==> src/design/multi_buffer_trace_allocator_core_macros.svh <==
// ---------------------------------------------------------------------------
// Assertion macros for the trace allocator
// Shared concurrent-assertion forms, clocked and held off during reset.
// ---------------------------------------------------------------------------
`ifndef MULTI_BUFFER_TRACE_ALLOCATOR_CORE_MACROS_SVH
`define MULTI_BUFFER_TRACE_ALLOCATOR_CORE_MACROS_SVH

// same-cycle implication
`define MBTA_ASSERT_NOW(label, clk, rst_n, ante, cons) \
	label: assert property (@(posedge clk) disable iff (!rst_n) (ante) |-> (cons)) \
		else $error("mbta: same-cycle check failed");

// next-cycle implication
`define MBTA_ASSERT_NEXT(label, clk, rst_n, ante, cons) \
	label: assert property (@(posedge clk) disable iff (!rst_n) (ante) |=> (cons)) \
		else $error("mbta: next-cycle check failed");

`endif

==> src/design/mbta_pkg.sv <==
// ---------------------------------------------------------------------------
// Trace allocator package
// Fixed field widths, operation codes and controller types.
// ---------------------------------------------------------------------------
package mbta_pkg;

	// number of sub-buffers; buffer_index and release_index are sized for it
	localparam int unsigned NUM_BUFFERS = 4;

	localparam int unsigned SIZE_W   = 16;
	localparam int unsigned ENTRY_W  = 10;
	localparam int unsigned BIDX_W   = 2;
	localparam int unsigned HEAD_W   = 17;
	localparam int unsigned OFFSET_W = 16;

	localparam logic [SIZE_W-1:0] SIZE_RESET = 16'd4096;

	// operation codes carried in the mode field
	typedef enum logic [1:0] {
		MODE_ALLOC   = 2'd0,
		MODE_RELEASE = 2'd1,
		MODE_REPLY   = 2'd2,
		MODE_CONTROL = 2'd3
	} mbta_mode_t;

	typedef enum logic {
		ST_IDLE   = 1'b0,
		ST_COMMIT = 1'b1
	} mbta_state_t;

	// controller to datapath commands
	typedef struct packed {
		logic capture;
		logic commit;
	} mbta_cmd_t;

endpackage

==> src/design/mbta_ctrl.sv <==
// ---------------------------------------------------------------------------
// Trace allocator controller
// Two-phase sequencer: capture the item, then commit its state changes.
// ---------------------------------------------------------------------------
module mbta_ctrl (
	input  logic               clk,
	input  logic               arst_n,
	input  logic               start,
	output logic               busy,
	output mbta_pkg::mbta_cmd_t cmd
);

	mbta_pkg::mbta_state_t state_q, state_d;

	// state register
	always_ff @(posedge clk or negedge arst_n) begin
		if (!arst_n) begin
			state_q <= mbta_pkg::ST_IDLE;
		end else begin
			state_q <= state_d;
		end
	end

	// next state and commands
	always_comb begin
		state_d     = state_q;
		busy        = 1'b0;
		cmd.capture = 1'b0;
		cmd.commit  = 1'b0;
		case (state_q)
			mbta_pkg::ST_IDLE: begin
				if (start) begin
					cmd.capture = 1'b1;
					state_d     = mbta_pkg::ST_COMMIT;
				end
			end
			mbta_pkg::ST_COMMIT: begin
				busy       = 1'b1;
				cmd.commit = 1'b1;
				state_d    = mbta_pkg::ST_IDLE;
			end
			default: begin
				state_d = mbta_pkg::ST_IDLE;
			end
		endcase
	end

endmodule

==> src/design/mbta_dp.sv <==
// ---------------------------------------------------------------------------
// Trace allocator datapath
// Buffer heads, empty flags, active buffer, interrupt flags and result regs.
// ---------------------------------------------------------------------------
`include "multi_buffer_trace_allocator_core_macros.svh"

module mbta_dp (
	input  logic                            clk,
	input  logic                            arst_n,
	input  mbta_pkg::mbta_cmd_t             cmd,
	input  logic                            cfg_write,
	input  logic [mbta_pkg::SIZE_W-1:0]     cfg_data,
	input  logic [1:0]                      mode,
	input  logic [mbta_pkg::ENTRY_W-1:0]    entry_bytes,
	input  logic [mbta_pkg::BIDX_W-1:0]     release_index,
	input  logic                            enable,
	output logic                            done,
	output logic                            granted,
	output logic [mbta_pkg::BIDX_W-1:0]     buffer_index,
	output logic [mbta_pkg::OFFSET_W-1:0]   entry_offset,
	output logic                            switched,
	output logic                            irq_fire,
	output logic                            reply_value
);

	localparam int unsigned NUM_BUFFERS = mbta_pkg::NUM_BUFFERS;
	localparam int unsigned IDX_W = (NUM_BUFFERS > 1) ? $clog2(NUM_BUFFERS) : 1;
	localparam logic [NUM_BUFFERS-1:0] EMPTY_RESET = {{(NUM_BUFFERS-1){1'b1}}, 1'b0};

	// architectural state
	logic [mbta_pkg::SIZE_W-1:0] sub_bytes_q;
	logic [mbta_pkg::HEAD_W-1:0] head_q [NUM_BUFFERS];
	logic [NUM_BUFFERS-1:0]      empty_q;
	logic [IDX_W-1:0]            active_q;
	logic                        active_valid_q;
	logic                        irq_masked_q;
	logic                        irq_pending_q;

	// captured item
	mbta_pkg::mbta_mode_t         mode_s1;
	logic [mbta_pkg::ENTRY_W-1:0] entry_s1;
	logic [mbta_pkg::BIDX_W-1:0]  rel_s1;
	logic                         en_s1;
	logic [mbta_pkg::HEAD_W-1:0]  sum_s1;
	logic                         over_s1;

	// next-state values
	logic [mbta_pkg::HEAD_W-1:0] head_d [NUM_BUFFERS];
	logic [NUM_BUFFERS-1:0]      empty_d;
	logic [IDX_W-1:0]            active_d;
	logic                        active_valid_d;
	logic                        irq_masked_d;
	logic                        irq_pending_d;

	logic                          granted_d, switched_d, fire_d, reply_d;
	logic [mbta_pkg::BIDX_W-1:0]   bidx_d;
	logic [mbta_pkg::OFFSET_W-1:0] offset_d;

	logic             found;
	logic [IDX_W-1:0] next_idx;

	logic                          done_q, granted_q, switched_q, fire_q, reply_q;
	logic [mbta_pkg::BIDX_W-1:0]   bidx_q;
	logic [mbta_pkg::OFFSET_W-1:0] offset_q;

	// size register
	always_ff @(posedge clk or negedge arst_n) begin
		if (!arst_n) begin
			sub_bytes_q <= mbta_pkg::SIZE_RESET;
		end else if (cfg_write) begin
			sub_bytes_q <= cfg_data;
		end
	end

	// capture stage: latch item, form the new head and the overflow test
	always_ff @(posedge clk) begin
		if (cmd.capture) begin
			mode_s1  <= mbta_pkg::mbta_mode_t'(mode);
			entry_s1 <= entry_bytes;
			rel_s1   <= release_index;
			en_s1    <= enable;
			sum_s1   <= head_q[active_q] + mbta_pkg::HEAD_W'(entry_bytes);
			over_s1  <= (head_q[active_q] + mbta_pkg::HEAD_W'(entry_bytes))
				>= mbta_pkg::HEAD_W'(sub_bytes_q);
		end
	end

	// round-robin search for an empty buffer, starting after the active one
	always_comb begin
		logic [IDX_W:0] cand;
		found    = 1'b0;
		next_idx = '0;
		for (int n = 1; n <= NUM_BUFFERS; n++) begin
			cand = {1'b0, active_q} + (IDX_W+1)'(n);
			if (cand >= (IDX_W+1)'(NUM_BUFFERS)) begin
				cand = cand - (IDX_W+1)'(NUM_BUFFERS);
			end
			if (!found && empty_q[cand[IDX_W-1:0]]) begin
				found    = 1'b1;
				next_idx = cand[IDX_W-1:0];
			end
		end
	end

	// commit logic
	always_comb begin
		head_d         = head_q;
		empty_d        = empty_q;
		active_d       = active_q;
		active_valid_d = active_valid_q;
		irq_masked_d   = irq_masked_q;
		irq_pending_d  = irq_pending_q;
		granted_d      = 1'b0;
		switched_d     = 1'b0;
		fire_d         = 1'b0;
		reply_d        = 1'b0;
		bidx_d         = '0;
		offset_d       = '0;
		case (mode_s1)
			mbta_pkg::MODE_ALLOC: begin
				if (active_valid_q) begin
					if (over_s1) begin
						switched_d = 1'b1;
						if (found) begin
							active_d          = next_idx;
							empty_d[next_idx] = 1'b0;
							head_d[next_idx]  = mbta_pkg::HEAD_W'(entry_s1);
							granted_d         = 1'b1;
							bidx_d            = mbta_pkg::BIDX_W'(next_idx);
						end else begin
							active_valid_d = 1'b0;
						end
						// switch attempt: deliver now, or defer while masked
						if (!irq_masked_q) begin
							irq_masked_d = 1'b1;
							fire_d       = 1'b1;
						end else begin
							irq_pending_d = 1'b1;
						end
					end else begin
						granted_d        = 1'b1;
						bidx_d           = mbta_pkg::BIDX_W'(active_q);
						offset_d         = head_q[active_q][mbta_pkg::OFFSET_W-1:0];
						head_d[active_q] = sum_s1;
					end
				end
			end
			mbta_pkg::MODE_RELEASE: begin
				for (int i = 0; i < NUM_BUFFERS; i++) begin
					if (32'(rel_s1) == i) begin
						empty_d[i] = 1'b1;
					end
				end
			end
			mbta_pkg::MODE_REPLY: begin
				if (irq_pending_q) begin
					irq_pending_d = 1'b0;
					reply_d       = 1'b1;
				end else begin
					irq_masked_d = 1'b0;
				end
			end
			mbta_pkg::MODE_CONTROL: begin
				irq_masked_d = !en_s1;
			end
			default: begin
				granted_d = 1'b0;
			end
		endcase
	end

	// state update on commit
	always_ff @(posedge clk or negedge arst_n) begin
		if (!arst_n) begin
			for (int i = 0; i < NUM_BUFFERS; i++) begin
				head_q[i] <= '0;
			end
			empty_q        <= EMPTY_RESET;
			active_q       <= '0;
			active_valid_q <= 1'b1;
			irq_masked_q   <= 1'b1;
			irq_pending_q  <= 1'b0;
		end else if (cmd.commit) begin
			head_q         <= head_d;
			empty_q        <= empty_d;
			active_q       <= active_d;
			active_valid_q <= active_valid_d;
			irq_masked_q   <= irq_masked_d;
			irq_pending_q  <= irq_pending_d;
		end
	end

	// result register: one-cycle strobe, fields zero when idle
	always_ff @(posedge clk or negedge arst_n) begin
		if (!arst_n) begin
			done_q     <= 1'b0;
			granted_q  <= 1'b0;
			switched_q <= 1'b0;
			fire_q     <= 1'b0;
			reply_q    <= 1'b0;
			bidx_q     <= '0;
			offset_q   <= '0;
		end else begin
			done_q     <= cmd.commit;
			granted_q  <= cmd.commit & granted_d;
			switched_q <= cmd.commit & switched_d;
			fire_q     <= cmd.commit & fire_d;
			reply_q    <= cmd.commit & reply_d;
			bidx_q     <= cmd.commit ? bidx_d : '0;
			offset_q   <= cmd.commit ? offset_d : '0;
		end
	end

	assign done         = done_q;
	assign granted      = granted_q;
	assign buffer_index = bidx_q;
	assign entry_offset = offset_q;
	assign switched     = switched_q;
	assign irq_fire     = fire_q;
	assign reply_value  = reply_q;

	// checks
	`MBTA_ASSERT_NOW(a_quiet_idle, clk, arst_n, !done_q, !(granted_q || switched_q || fire_q || reply_q))
	`MBTA_ASSERT_NOW(a_fire_masks, clk, arst_n, fire_q, irq_masked_q)
	`MBTA_ASSERT_NEXT(a_exhaust_sticks, clk, arst_n, !active_valid_q, !active_valid_q)
	`MBTA_ASSERT_NOW(a_grant_active, clk, arst_n, granted_q, bidx_q == mbta_pkg::BIDX_W'(active_q))
	`MBTA_ASSERT_NOW(a_claim_clears, clk, arst_n, granted_q && switched_q, !empty_q[active_q])

endmodule

==> src/design/multi_buffer_trace_allocator_core.sv <==
// ---------------------------------------------------------------------------
// Multi-buffer trace allocator
// Carves trace records from equal sub-buffers, switching round-robin to an
// empty buffer when the active one fills, with interrupt masking and reply.
// ---------------------------------------------------------------------------
//  channel  | handshake             | payload
//  ---------+-----------------------+-----------------------------------------
//  item in  | start & !busy         | mode, entry_bytes, release_index, enable
//  result   | done (one cycle)      | granted, buffer_index, entry_offset,
//           |                       | switched, irq_fire, reply_value
//  config   | cfg_write             | cfg_data (sub-buffer size in bytes)
//
// The accept edge captures an item and forms the new head; ST_COMMIT then
// commits the buffer state and loads the result register.
// busy is high for the one commit cycle; done strobes the cycle after, while
// the next item may already be accepted. Results cannot be stalled.
// Reset is asynchronous and leaves every buffer but buffer zero empty.
// ---------------------------------------------------------------------------
module multi_buffer_trace_allocator_core (
	input  logic                          clk,
	input  logic                          arst_n,
	input  logic                          start,
	output logic                          busy,
	input  logic                          cfg_write,
	input  logic [mbta_pkg::SIZE_W-1:0]   cfg_data,
	input  logic [1:0]                    mode,
	input  logic [mbta_pkg::ENTRY_W-1:0]  entry_bytes,
	input  logic [mbta_pkg::BIDX_W-1:0]   release_index,
	input  logic                          enable,
	output logic                          done,
	output logic                          granted,
	output logic [mbta_pkg::BIDX_W-1:0]   buffer_index,
	output logic [mbta_pkg::OFFSET_W-1:0] entry_offset,
	output logic                          switched,
	output logic                          irq_fire,
	output logic                          reply_value
);

	mbta_pkg::mbta_cmd_t cmd;

	// sequencer
	mbta_ctrl u_ctrl (
		.clk    (clk),
		.arst_n (arst_n),
		.start  (start),
		.busy   (busy),
		.cmd    (cmd)
	);

	// allocation state and results
	mbta_dp u_dp (
		.clk           (clk),
		.arst_n        (arst_n),
		.cmd           (cmd),
		.cfg_write     (cfg_write),
		.cfg_data      (cfg_data),
		.mode          (mode),
		.entry_bytes   (entry_bytes),
		.release_index (release_index),
		.enable        (enable),
		.done          (done),
		.granted       (granted),
		.buffer_index  (buffer_index),
		.entry_offset  (entry_offset),
		.switched      (switched),
		.irq_fire      (irq_fire),
		.reply_value   (reply_value)
	);

endmodule
==> config.mk <==
export PLATFORM = sky130hd
export DESIGN_NAME = multi_buffer_trace_allocator_core
export DESIGN_NICKNAME = d
export VERILOG_FILES = /design/src/design/mbta_pkg.sv /design/src/design/mbta_ctrl.sv /design/src/design/mbta_dp.sv /design/src/design/multi_buffer_trace_allocator_core.sv
export VERILOG_INCLUDE_DIRS = /design/src /design/src/design
export SDC_FILE = /design/constraint.sdc
export NUM_CORES = 1
export LEC_CHECK = 0
export BUFFER_PORTS_ARGS = -buffer_cell sky130_fd_sc_hd__buf_4
export CAP_MARGIN = 20
export CELL_PAD_IN_SITES_DETAIL_PLACEMENT = 1
export CELL_PAD_IN_SITES_GLOBAL_PLACEMENT = 1
export CORE_MARGIN = 5
export CORE_UTILIZATION = 49
export DETAILED_ROUTE_END_ITERATION = 10
export PLACE_DENSITY = 0.78
export SYNTH_ARGS = -nofsm -noshare
export SYNTH_HDL_FRONTEND = slang
export SYNTH_HIERARCHICAL = 1
export SYNTH_SLANG_ARGS = --single-unit
export TNS_END_PERCENT = 50
==> constraint.sdc <==
create_clock -name clk -period 5.5 [get_ports clk]
set_input_delay 0.275 -clock clk [delete_from_list [all_inputs] [get_ports clk]]
set_output_delay 0.275 -clock clk [all_outputs]
set_load 0.02 [all_outputs]
**After elaboration in Yosys (flattened, before gate mapping)**

Cells that the tools add are included.

- Magnitude comparators: 15
- Bitwise logic cells: 9
- Muxes and demuxes: 75
- Equal/unequal tests: 16
- Reductions and logical operators: 24
- Add/subtract/negate cells: 9

Operators with widths:

| kind | number |
|---|---|
| bitwise mux 68 bit | 2 |
| two-way mux 68 bit | 2 |
| demux 17 bit (select 2 bit) | 2 |
| two-way mux 17 bit | 4 |
| two-way mux 16 bit | 4 |
| two-way mux 1 bit | 35 |
| binary-select mux 17 bit (select 2 bit) | 1 |
| two-way mux 2 bit | 13 |
| AND reduction 6 bit | 4 |
| >= comparator 3 bit (second input constant) | 6 |
| adder 17 x 10 -> 17 bit | 1 |
| >= comparator 17 x 16 -> 1 bit | 1 |
| inequality test 2 x 1 -> 1 bit (second input constant) | 8 |
| < comparator 2 x 3 -> 1 bit (second input constant) | 5 |
| AND reduction 5 bit | 3 |
| two-way mux 4 bit | 3 |
| binary-select mux 1 bit (select 2 bit) | 4 |
| == test 2 bit (second input constant) | 4 |
| case mux 4 bit (2 select lines) | 1 |
| subtractor 2 x 1 -> 2 bit (second input constant) | 4 |
| adder 2 x 2 -> 3 bit (second input constant) | 2 |
| logical AND 1 bit | 6 |
| < comparator 3 x 1 -> 1 bit (second input constant) | 2 |
| NOT 2 -> 3 bit | 2 |
| other kinds (18) | 29 |

- Output and inout bits: 24
- Register bits after elaboration: 150

**Logic depth before layout (Yosys ltp)**

Gate-level depths: netlist (run 1).

- Word-level depth: 25
- Gate-level depth with buffers: 18

**By module**

The synthesis (run 1) kept the hierarchy.

Modules (own cells, without submodules):

| module | area each (sq um) | cells each | instances |
|---|---|---|---|
| mbta_dp | 7,703.6 | 663 | 1 |
| mbta_ctrl | 53.8 | 4 | 1 |

**Worst setup path after synthesis (run 1)**

OpenSTA, ideal clock, no wires.

- Path kind: register -> register
- Start: reg u_dp.active_q[0]
- End: reg u_dp.over_s1, data pin
- Data required time: 5,237 ps
- Period minus slack after synthesis: 4,858 ps
- Setup time: 263 ps
- Arrival time: 4,595 ps
- Path buffers: 4
- Setup slack: 642 ps
- Stages on the path, launching flop included: 19
- Path through: dfrtp_1 buf_6 buf_4 buf_2 buf_2 mux4_2 ha_1 fa_1 a21oi_1 o2111ai_1 a41oi_1 nor2_1 xor2_1 ha_1 nand2_1 o21ai_0 a2111oi_0 o21ai_0 a2111o_1

- Word-level cells in the longest chain between the ends: 6

RTL lines:

| item | line | source |
|---|---|---|
| from (decl) | mbta_dp.sv:34 | `logic [IDX_W-1:0] active_q;` |
| from (signal assigned) | mbta_dp.sv:186 | `active_q <= active_d;` |
| NOT 2 -> 3 bit (implied by the code) | mbta_dp.sv:83 | `over_s1 <= (head_q[active_q] + mbta_pkg::HEAD_W'(entry_bytes))` |
| binary-select mux 17 bit (select 2 bit) | mbta_dp.sv:83 |  |
| two-way mux 17 bit | - |  |
| two-way mux 17 bit (implied by the code) | mbta_dp.sv:83 |  |
| adder 17 x 10 -> 17 bit | mbta_dp.sv:83 |  |
| >= comparator 17 x 16 -> 1 bit | mbta_dp.sv:84 | `>= mbta_pkg::HEAD_W'(sub_bytes_q);` |
| to (signal assigned) | mbta_dp.sv:83 |  |
| to (decl) | mbta_dp.sv:45 | `logic over_s1;` |

Every way passes these cells. The select of a mux whose other input is x is not followed.
A chain may end at the register's enable or synchronous reset.

**Final worst setup path (run 1)**

Ends and elaborated chain as after synthesis.

==> results of run 1 <==
==> power by group <==
part | switching [W] | leakage, nW | internal (W)
logic | 0.000204 | 1.71 | 0.000114
registers | 0.0000596 | 1.90 | 0.00118
clock network | 0.000491 | 0.274 | 0.000635
==> metal layers <==
layer / track usage [%] / vias to the layer above / wire, um
met5: 0 / - / 0
met4: 8.06 / 0 / 468
met3: 5.14 / 32 / 1380
met2: 42.1 / 217 / 11000
met1: 32.8 / 2988 / 9190
li1: - / 2559 / -
==> synth_stat cells, drive strengths merged (7+ instances only) <==
| master | number | area [sq um] |
|---|---|---|
| a21oi | 12 | 60.1 |
| a22o | 25 | 219 |
| a2bb2oi | 16 | 165 |
| and2 | 19 | 119 |
| buf | 23 | 151 |
| clkbuf | 19 | 72.6 |
| dfrtp | 111 | 2780 |
| edfxtp | 33 | 991 |
| ha | 30 | 375 |
| inv | 38 | 143 |
| mux2 | 16 | 180 |
| mux2i | 10 | 100 |
| mux4 | 17 | 383 |
| nand2 | 61 | 229 |
| nand3 | 15 | 75.1 |
| nand3b | 17 | 128 |
| nand4 | 7 | 43.8 |
| nor2 | 30 | 115 |
| nor2b | 10 | 70.1 |
| nor3 | 7 | 35.0 |
| o21ai | 41 | 220 |
| o221a | 14 | 158 |
| o31ai | 8 | 87.6 |
| o41ai | 11 | 96.3 |
| xnor2 | 9 | 78.8 |
==> flip-flops by register name (all words and copies together) (netlist names) <==
signal               cells
u_dp/head_q             68
u_dp/sum_s1             17
u_dp/entry_offset       16
u_dp/sub_bytes_q        16
u_dp/entry_s1           10
u_dp/empty_q             4
u_dp/active_q            2
u_dp/buffer_index        2
u_dp/mode_s1             2
u_dp/rel_s1              2
u_ctrl/state_q           1
u_dp/active_valid_q      1
u_dp/done                1
u_dp/en_s1               1
u_dp/granted             1
u_dp/irq_fire            1
u_dp/irq_masked_q        1
u_dp/irq_pending_q       1
u_dp/over_s1             1
u_dp/reply_value         1
u_dp/switched            1
==> worst max-delay path, cell delays in order (launching register included) <==
cell	delay, ns
dfrtp_1	0.57
buf_4	0.48
mux4_2	0.60
ha_1	0.41
nand3_1	0.15
o2111ai_1	0.33
a41oi_1	0.32
nor2_1	0.22
xor2_1	0.21
ha_1	0.29
nand2_1	0.08
o21ai_0	0.07
a2111oi_0	0.39
o21ai_0	0.16
a2111o_1	0.43
==> cells by family after synthesis <==
logic type / after synthesis / share of synthesized area, %
simple gates: 188 / 12.5
compound gates: 162 / 17.0
flops: 150 / 50.6
buf+inv: 80 / 4.73
mux: 43 / 8.55
fa+ha+maj: 31 / 5.10
xor+xnor: 13 / 1.47
==> metrics by stage <==
stage	hold WS [ns]	power (W)	instance area (sq um)	util (%)	instances
3_5_place_dp	0.343	0.00158	8310	52.9	908
3_3_place_gp	0.341	0.00156	8310	52.9	908
5_1_grt	0.00557	0.00279	8890	56.6	941
6_report	0.0270	0.00269	8890	56.6	941
4_1_cts	0.00840	0.00270	8890	56.6	941
2_1_floorplan	-0.0206	0.00146	7760	-	667
==> timing repair <==
action / in CTS / in global routing
setup endpoints to repair: 0 / 0
hold endpoints to repair: 44 / 0
hold buffers: 1 / 0
==> final timing paths <==
path / slack [ns] / startpoint / end / depth (start not counted)
max: 0.49 / u_dp/active_q[0] / u_dp/over_s1 / 14
min: 0.03 / release_index[1] / u_dp/rel_s1[1] / 1
max reg2reg: 0.49 / u_dp/active_q[0] / u_dp/over_s1 / 14
min reg2reg: 0.49 / u_dp/active_valid_q / u_dp/active_valid_q / 1
max in group asynchronous: 3.76 / arst_n / u_dp/head_q[50] / 3
min in group asynchronous: 0.42 / arst_n / u_dp/done / 2
==> final cells by class <==
class,count,area (sq um)
Tap cell,216,270
Clock buffer,21,482
Multi-Input combinational cell,437,3470
Inverter,38,143
Timing Repair Buffer,68,513
Fill cell,1620,6820
Clock inverter,11,85.1
Sequential cell,150,3930
==> impl_metrics.csv, run 1 <==
group,metric,value,unit
critical_path,endpoint_kind,"flop",
route,totalWireLength,22100,um
timing,tightest_slew,1.08,ns
timing,setup-tns-final,0,ns
die,dieArea,18400,sq um
timing,slew_headroom,28.0,%
synthesis,yosys_most_used_dff,"dfrtp_1",
timing,report.final.setup_viol,0,
timing,fin_crit_sh,91.1,%
synthesis,synth-seq-area-share,50.6,%
route,via_count,5796,
critical_path,cp-start-kind,"flop",
global_route,grt_pass1_vias,6239,
cts,cts-htree-levels,4,
critical_path,path_class,"flop to flop",
cts,cts_root_buffer,"clkbuf_16",
die,die_width,136,um
timing,hold_viol,0,
synthesis,synth.distinct_cells,69,
cells_and_area,area_growth_syn_to_layout,14.6,%
route,remaining_drc_errors,0,
cts,clock_latency,0.43,ns
synthesis,avgSynthCellArea,11.6,sq um
die,io_pins,59,
timing,slew_viol_final,0,
power_and_ir_drop,powerDensity,302,nW/um^2
synthesis,async_flop_share,78.0,%
placement,post-place-ws,0.608,ns
die,start_util,49.4,%
critical_path,required,5.68,ns
route,drtAntennaViolNets,0,
run,max_cap_violations,0,
route,avgViaCountPerCell,6.16,
worst_hold_path,min_path_type,"primary input to flop",
cells_and_area,layout_commonest_cell,"dfrtp_1",
power_and_ir_drop,leakage,3.88,nW
cts,cts_tree,"built",
global_route,overflow,0,
synthesis,synth_enable_flop_cells,33,
cts,postCtsSetupBuffers,0,
timing,rsz0062_at_grt,"no",
outcome,status,"finished clean",
timing,skew,0.0115,ns
die,rows,46,
timing,fin_ws,0.491,ns
synthesis,syn_nets,733,
power_and_ir_drop,vdd_ir_drop_max,0.000226,V
cts,path_clk_slew,0.06,ns
cts,cts_resized,0,
cts,cts_inserted_buffers,17,
die,die_h,136,um
route,firstDrtPassIters,5,
placement,dp_hpwl,14600,um
placement,gp_congestion,0.886,
route,drt_iter0_markers,433,
synthesis,synth_cells,667,
critical_path,cp_data_arrival_time,5.18,ns
global_route,grt_max_degree,69,
global_route,track_usage,25.1,%
global_route,antenna_found_initial,0,
cells_and_area,nNetsFinal,778,
cells_and_area,drive_above_1_share,22.6,%
cts,clock_path_buffers,2,
cells_and_area,diodes,0,
synthesis,syn-cell-area,7760,sq um
cells_and_area,final_cell_mix,"dfrtp_1 (111), buf_4 (67), nand2_1 (61)",
die,core_region_area,15700,sq um
critical_path,path_max_fanout,31,
cts,cts.sinks,150,
global_route,grt_first_pass_wirelength,35400,um
synthesis,synth-seq-cells,150,
placement,io_buffers,58,
synthesis,ys.warnings.count,6,
route,avgRoutedWirePerCell,23.4,um
timing,period_needed,5.01,ns
timing,max_freq,200,MHz
Note: power is estimated with default switching activity, not from simulation.
==> run 2, diff against run 1 <==
--- a/config.mk
+++ b/config.mk
@@ -14,6 +14,7 @@
 export CORE_UTILIZATION = 49
 export DETAILED_ROUTE_END_ITERATION = 10
 export PLACE_DENSITY = 0.78
+export RECOVER_POWER = 25
 export SYNTH_ARGS = -nofsm -noshare
 export SYNTH_HDL_FRONTEND = slang
 export SYNTH_HIERARCHICAL = 1
==> run 2 against run 1 <==
Against the previous run: the flow now finishes with violations (max-capacitance violations, max-slew violations); global-route usage stayed put; critical path depth unchanged; sequential share of layout area up 0.17 points; clock-buffer cell count unchanged; first-iteration DRC count fell by 5.1%; cell count unchanged; utilization down 0.21 points; setup slack improved by 0.0013 ns; largest cell class unchanged.
==> impl_metrics.csv, run 2 (synthesis gave the netlist of run 1 again) <==
group,metric,value,unit
outcome,status,"finished with violations",
outcome,violations,"max-capacitance violations, max-slew violations",
cts,cts_root_buffer,"clkbuf_16",
die,io_pins,59,
critical_path,path_class,"flop to flop",
cells_and_area,drive_above_1_share,21.4,%
worst_hold_path,hold_start,"cfg_data[1]",
placement,post-place-ws,0.608,ns
cells_and_area,largest_register_ffs,68,
power_and_ir_drop,p_int,0.00193,W
cells_and_area,reg.largest.list,"u_dp/head_q: 68 flops, u_dp/sum_s1: 17 flops",
power_and_ir_drop,powerDensity,303,nW/um^2
power_and_ir_drop,p_comb_share,11.7,%
route,avgRoutedWirePerCell,23.4,um
worst_hold_path,min_path_type,"primary input to flop",
global_route,grt_pass1_vias,6239,
critical_path,reg2reg_from,"u_dp/active_q[0]",
placement,dp_hpwl,14600,um
critical_path,cp_slowest_cell,"mux4_2",
timing,report.final.setup_viol,0,
cts,path_clk_slew,0.07,ns
power_and_ir_drop,p_switching,0.000751,W
power_and_ir_drop,vdd_ir_drop_max,0.000226,V
cts,clock_latency,0.43,ns
global_route,grt_first_pass_wirelength,35400,um
critical_path,endpoint_kind,"flop",
timing,tightest_slew,2.64,ns
critical_path,r2r.worst_path.cells,14,
critical_path,crit_end,"u_dp/over_s1",
critical_path,setup.worst_path.start,"u_dp/active_q[0]",
cells_and_area,regMostFlops,"u_dp/head_q",
die,die_h,136,um
cts,clock_path_buffers,2,
timing,rsz0062_at_grt,"no",
global_route,overflow,0,
cts,cts_resized,0,
timing,slew_headroom,-76.0,%
critical_path,path_max_fanout,31,
cells_and_area,diodes,0,
timing,setup-tns-final,0,ns
route,totalWireLength,22000,um
timing,slew_viol_final,51,
cells_and_area,area_growth_syn_to_layout,14.1,%
placement,placed_area,8310,sq um
critical_path,path_cells,"buf_4 -> mux4_2 -> ha_1 -> nand3_1 -> o2111ai_1 -> a41oi_1 -> nor2_1 -> xor2_1 -> ha_1 -> nand2_1 -> o21ai_0 -> a2111oi_0 -> o21ai_0 -> a2111o_1",
power_and_ir_drop,power_frac_seq,46.4,%
cts,cts.sinks,150,
timing,max_freq,200,MHz
global_route,grt_max_degree,69,
cts,cts_inserted_buffers,17,
power_and_ir_drop,switching_share,28.0,%
cells_and_area,final_cell_mix,"dfrtp_1 (111), nand2_1 (61), buf_4 (51)",
die,start_util,49.4,%
timing,skew,0.0119,ns
critical_path,timing.rr.end,"u_dp/over_s1",
die,core_region_area,15700,sq um
cells_and_area,fillers,1623,
cts,cts_tree,"built",
critical_path,cp_data_arrival_time,5.18,ns
timing,period_needed,5.01,ns
timing,fin_crit_sh,91.0,%
die,die_width,136,um
route,drtAntennaViolNets,0,
cells_and_area,nNetsFinal,778,
placement,gp_congestion,0.886,
run,max_cap_violations,1,
die,rows,46,
route,drt_iter0_markers,411,
critical_path,cp-start-kind,"flop",
timing,fin_ws,0.492,ns
power_and_ir_drop,leakage,3.84,nW
cts,postCtsSetupBuffers,0,
route,remaining_drc_errors,0,
global_route,track_usage,25.1,%
placement,io_buffers,58,
route,via_count,5822,
die,dieArea,18400,sq um
critical_path,max_stage_delay,0.60,ns
critical_path,required,5.68,ns
cells_and_area,finish.instance_area,8850,sq um
route,firstDrtPassIters,5,
power_and_ir_drop,pwr-share-clk,41.9,%
route,avgViaCountPerCell,6.19,
critical_path,rrSetupSlack,0.49,ns
global_route,antenna_found_initial,0,
cells_and_area,layout_commonest_cell,"dfrtp_1",
cts,cts-htree-levels,4,
timing,hold_viol,0,
-- run 2: layout make-up --
cell class	instances	area (sq um)	share of cell area, %
clock buffer	21	482	5.44
clock inverter	11	85.1	0.961
inverter	38	143	1.61
multi-input combinational	437	3470	39.2
sequential	150	3930	44.3
tap	216	270	3.05
timing repair buffer	68	479	5.41
-- run 2: worst min-delay path by stage --
stage | endpoint | slack (ns) | cells after the start
2_1_floorplan | u_ctrl/state_q | -0.02 | 0
5_1_grt | u_dp/rel_s1[0] | 0.03 | 1
3_3_place_gp | u_ctrl/state_q | 0.34 | 1
4_1_cts | u_dp/rel_s1[1] | 0.008 | 1
3_5_place_dp | u_dp/done | 0.34 | 1
6_report | u_dp/sub_bytes_q[1] | 0.05 | 3
-- run 2: layer usage --
layer  wire, um  vias to the layer above  global-route usage, %
li1           -                     2561                      -
met1       9220                     2994                   32.8
met5          0                        -                      0
met4        481                        0                   8.06
met3       1340                       39                   5.14
met2      11000                      228                   42.1
-- run 2: critical path: cells and delay by family (launching register included) --
family	cells	cell delay, ns
compound gates	6	1.71
fa+ha+maj	2	0.70
xor+xnor	1	0.21
simple gates	3	0.45
buf+inv	1	0.48
flops	1	0.57
mux	1	0.60
-- run 2: timing repair --
action                                 4_1_cts  5_1_grt
setup endpoints to repair                    0        0
hold buffers                                 1        0
endpoints found under the hold margin       44        0
-- run 2: power by group through the flow --
| stage | Combinational (W) | Clock, W | Sequential [W] |
|---|---|---|---|
| floorplan | 0.000233 | 0 | 0.00123 |
| global placement | 0.000302 | 0 | 0.00126 |
| detailed placement | 0.000314 | 0 | 0.00126 |
| CTS | 0.000317 | 0.00114 | 0.00124 |
| global route | 0.000340 | 0.00120 | 0.00125 |
| finish | 0.000314 | 0.00112 | 0.00124 |
-- run 2: per-stage QoR --
stage,utilization [%],total power (W),std cells,hold WS (ns)
after global routing,56.4,0.00279,941,0.0292
after floorplan,-,0.00146,667,-0.0206
after global placement,52.9,0.00156,908,0.341
after detailed placement,52.9,0.00158,908,0.343
final,56.4,0.00268,941,0.0472
after CTS,56.6,0.00270,941,0.00840
==> run 3, diff against run 2 <==
--- a/config.mk
+++ b/config.mk
@@ -11,9 +11,9 @@
 export CELL_PAD_IN_SITES_DETAIL_PLACEMENT = 1
 export CELL_PAD_IN_SITES_GLOBAL_PLACEMENT = 1
 export CORE_MARGIN = 5
-export CORE_UTILIZATION = 49
+export CORE_UTILIZATION = 53
 export DETAILED_ROUTE_END_ITERATION = 10
-export PLACE_DENSITY = 0.78
+export PLACE_DENSITY = 0.84
 export RECOVER_POWER = 25
 export SYNTH_ARGS = -nofsm -noshare
 export SYNTH_HDL_FRONTEND = slang
==> constraint.sdc (replaced) <==
create_clock -name clk -period 6.4 [get_ports clk]
set_input_delay 0.32 -clock clk [delete_from_list [all_inputs] [get_ports clk]]
set_output_delay 0.32 -clock clk [all_outputs]
set_load 0.02 [all_outputs]
==> run 3 against run 2 <==
Against the previous run: the run still ends with max-capacitance violations, max-slew violations left; sequential power down 14%; combinational power shrank 15%; final area up 0.54%; flip-flop and latch count is the same; cell count is 3.7% lower; via count increased by 3.3%; global-route usage increased by 4.1 points; critical path type unchanged; critical endpoint unchanged; largest cell class unchanged.
==> impl_metrics.csv, run 3 (synthesis gave the netlist of run 1 again) <==
group,metric,value,unit
critical_path,reg2reg_from,"u_dp/active_q[0]",
die,rows,44,
route,avgRoutedWirePerCell,26.2,um
placement,dp_hpwl,15000,um
power_and_ir_drop,powerDensity,281,nW/um^2
global_route,grt_pass1_vias,6580,
cts,clock_latency,0.43,ns
cts,cts_inserted_buffers,17,
timing,slew_viol_final,51,
global_route,antenna_found_initial,0,
route,avgViaCountPerCell,6.64,
die,dieArea,17200,sq um
cells_and_area,nNetsFinal,775,
timing,rsz0062_at_grt,"no",
timing,hold_viol,0,
cells_and_area,final_cell_mix,"dfrtp_1 (111), nand2_1 (61), buf_4 (48)",
worst_hold_path,min_path_type,"primary input to flop",
outcome,violations,"max-capacitance violations, max-slew violations",
global_route,grt_max_degree,69,
cells_and_area,reg.largest.list,"u_dp/head_q: 68 flops, u_dp/sum_s1: 17 flops",
timing,setup-tns-final,0,ns
timing,report.final.setup_viol,0,
route,firstDrtPassIters,7,
global_route,track_usage,29.2,%
cts,clock_path_buffers,2,
timing,tightest_slew,2.79,ns
die,die_width,131,um
run,max_cap_violations,1,
die,core_region_area,14400,sq um
cts,cts.sinks,150,
worst_hold_path,whs_path_depth,1,
placement,io_buffers,58,
critical_path,path_max_fanout,33,
global_route,overflow,0,
worst_hold_path,whs_endpoint,"u_dp/rel_s1[1]",
die,start_util,53.8,%
critical_path,cp-start-kind,"flop",
critical_path,timing.rr.end,"u_dp/over_s1",
critical_path,path_cells,"buf_4 -> mux4_2 -> ha_1 -> a21oi_1 -> o2111ai_1 -> a41oi_1 -> nor2_1 -> xor2_1 -> ha_1 -> nand2_1 -> o21ai_0 -> a2111oi_0 -> o21ai_0 -> a2111o_1",
power_and_ir_drop,leakage,3.88,nW
timing,max_freq,196,MHz
critical_path,r2r.worst_path.cells,14,
critical_path,cp_data_arrival_time,5.28,ns
worst_hold_path,hold_start,"release_index[1]",
placement,dp.cells,873,
timing,skew,0.00935,ns
route,drt_iter0_markers,462,
critical_path,cp_slowest_cell,"mux4_2",
timing,period_needed,5.11,ns
critical_path,required,6.58,ns
timing,slew_headroom,-86.0,%
route,drtAntennaViolNets,0,
cells_and_area,diodes,0,
route,via_count,6012,
cells_and_area,drive_above_1_share,20.6,%
cells_and_area,area_growth_syn_to_layout,14.8,%
global_route,grt_first_pass_wirelength,37200,um
cts,cts_resized,0,
critical_path,rrSetupSlack,1.29,ns
cts,cts_tree,"built",
cts,cts-htree-levels,4,
die,io_pins,59,
placement,gp_congestion,0.866,
timing,fin_crit_sh,79.8,%
cells_and_area,regMostFlops,"u_dp/head_q",
outcome,status,"finished with violations",
critical_path,path_class,"flop to flop",
route,remaining_drc_errors,0,
critical_path,max_stage_delay,0.61,ns
route,totalWireLength,23700,um
cts,cts_root_buffer,"clkbuf_16",
cells_and_area,largest_register_ffs,68,
cts,path_clk_slew,0.07,ns
cells_and_area,layout.cells.non_filler,906,
critical_path,endpoint_kind,"flop",
die,die_h,131,um
power_and_ir_drop,vdd_ir_drop_max,0.000198,V
cells_and_area,layout_commonest_cell,"dfrtp_1",
run 3: cell types whose count changed in the layout (fill, tap and decap cells not counted):
cell        change
clkbuf_16       +2
buf_4           -3
clkbuf_1        +3
inv_6           -1
clkbuf_4        -2
clkinvlp_4      -2
inv_8           +1
clkinv_2        -2
bufinv_16       +4
inv_4           -1
clkbuf_8        -2
run 3: final cells by class:
class,count,area [sq um]
flip-flops and latches,150,3930
multi-input cells,437,3470
repair buffers,65,449
clock buffers,22,508
inverters,38,143
well taps,184,230
clock inverters,10,176
fillers,1460,5520
run 3: where the power goes:
| part | total [W] | leakage [nW] | internal [W] | switching [W] |
|---|---|---|---|---|
| combinational | 0.000268 | 1.65 | 0.0000905 | 0.000177 |
| sequential | 0.00107 | 1.90 | 0.00102 | 0.0000518 |
| clock | 0.00116 | 0.331 | 0.000732 | 0.000428 |
run 3: how the worst max path moves through the flow:
stage                     start            to  slack (ns)  cells past startpoint
6_report       u_dp/active_q[0]  u_dp/over_s1        1.29                     14
3_5_place_dp   u_dp/active_q[0]  u_dp/over_s1        1.38                     14
4_1_cts        u_dp/active_q[0]  u_dp/over_s1        1.31                     13
2_1_floorplan  u_dp/active_q[0]  u_dp/over_s1        1.54                     18
5_1_grt        u_dp/active_q[0]  u_dp/over_s1        0.98                     13
3_3_place_gp   u_dp/active_q[0]  u_dp/over_s1        1.70                     14
run 3: critical path: cells and delay by family (launching register included):
family	cells	cell delay, ns
AO/OA/AOI/OAI	7	2.16
adder cells (fa/ha/maj)	2	0.68
multiplexers	1	0.61
flip-flops	1	0.49
buffers and inverters	1	0.47
XOR/XNOR	1	0.23
AND/OR/NAND/NOR	2	0.21
run 3: timing repair:
action | CTS | global route
hold buffers | 1 | 0
hold endpoints to repair | 44 | 0
setup buffers | 0 | 0
run 3: routing by layer:
metal	vias up	global-route usage, %	part of all wire (%)
li1	2551	-	-
met1	3055	35.1	38
met2	344	49.7	51
met3	62	7.07	8.4
met4	0	13.2	2.7
met5	-	0	0
run 3: metrics by stage:
step | area, sq um | hold WS [ns] | util, % | power (W) | setup slack [ns]
6_report | 8900 | 0.0937 | 61.7 | 0.00250 | 1.29
5_1_grt | 8900 | 0.0767 | 61.7 | 0.00258 | 0.981
4_1_cts | 8940 | 0.0517 | 62.0 | 0.00251 | 1.31
3_5_place_dp | 8250 | 0.392 | 57.2 | 0.00135 | 1.38
3_3_place_gp | 8250 | 0.381 | 57.2 | 0.00134 | 1.70
2_1_floorplan | 7760 | 0.0244 | - | 0.00125 | 1.54
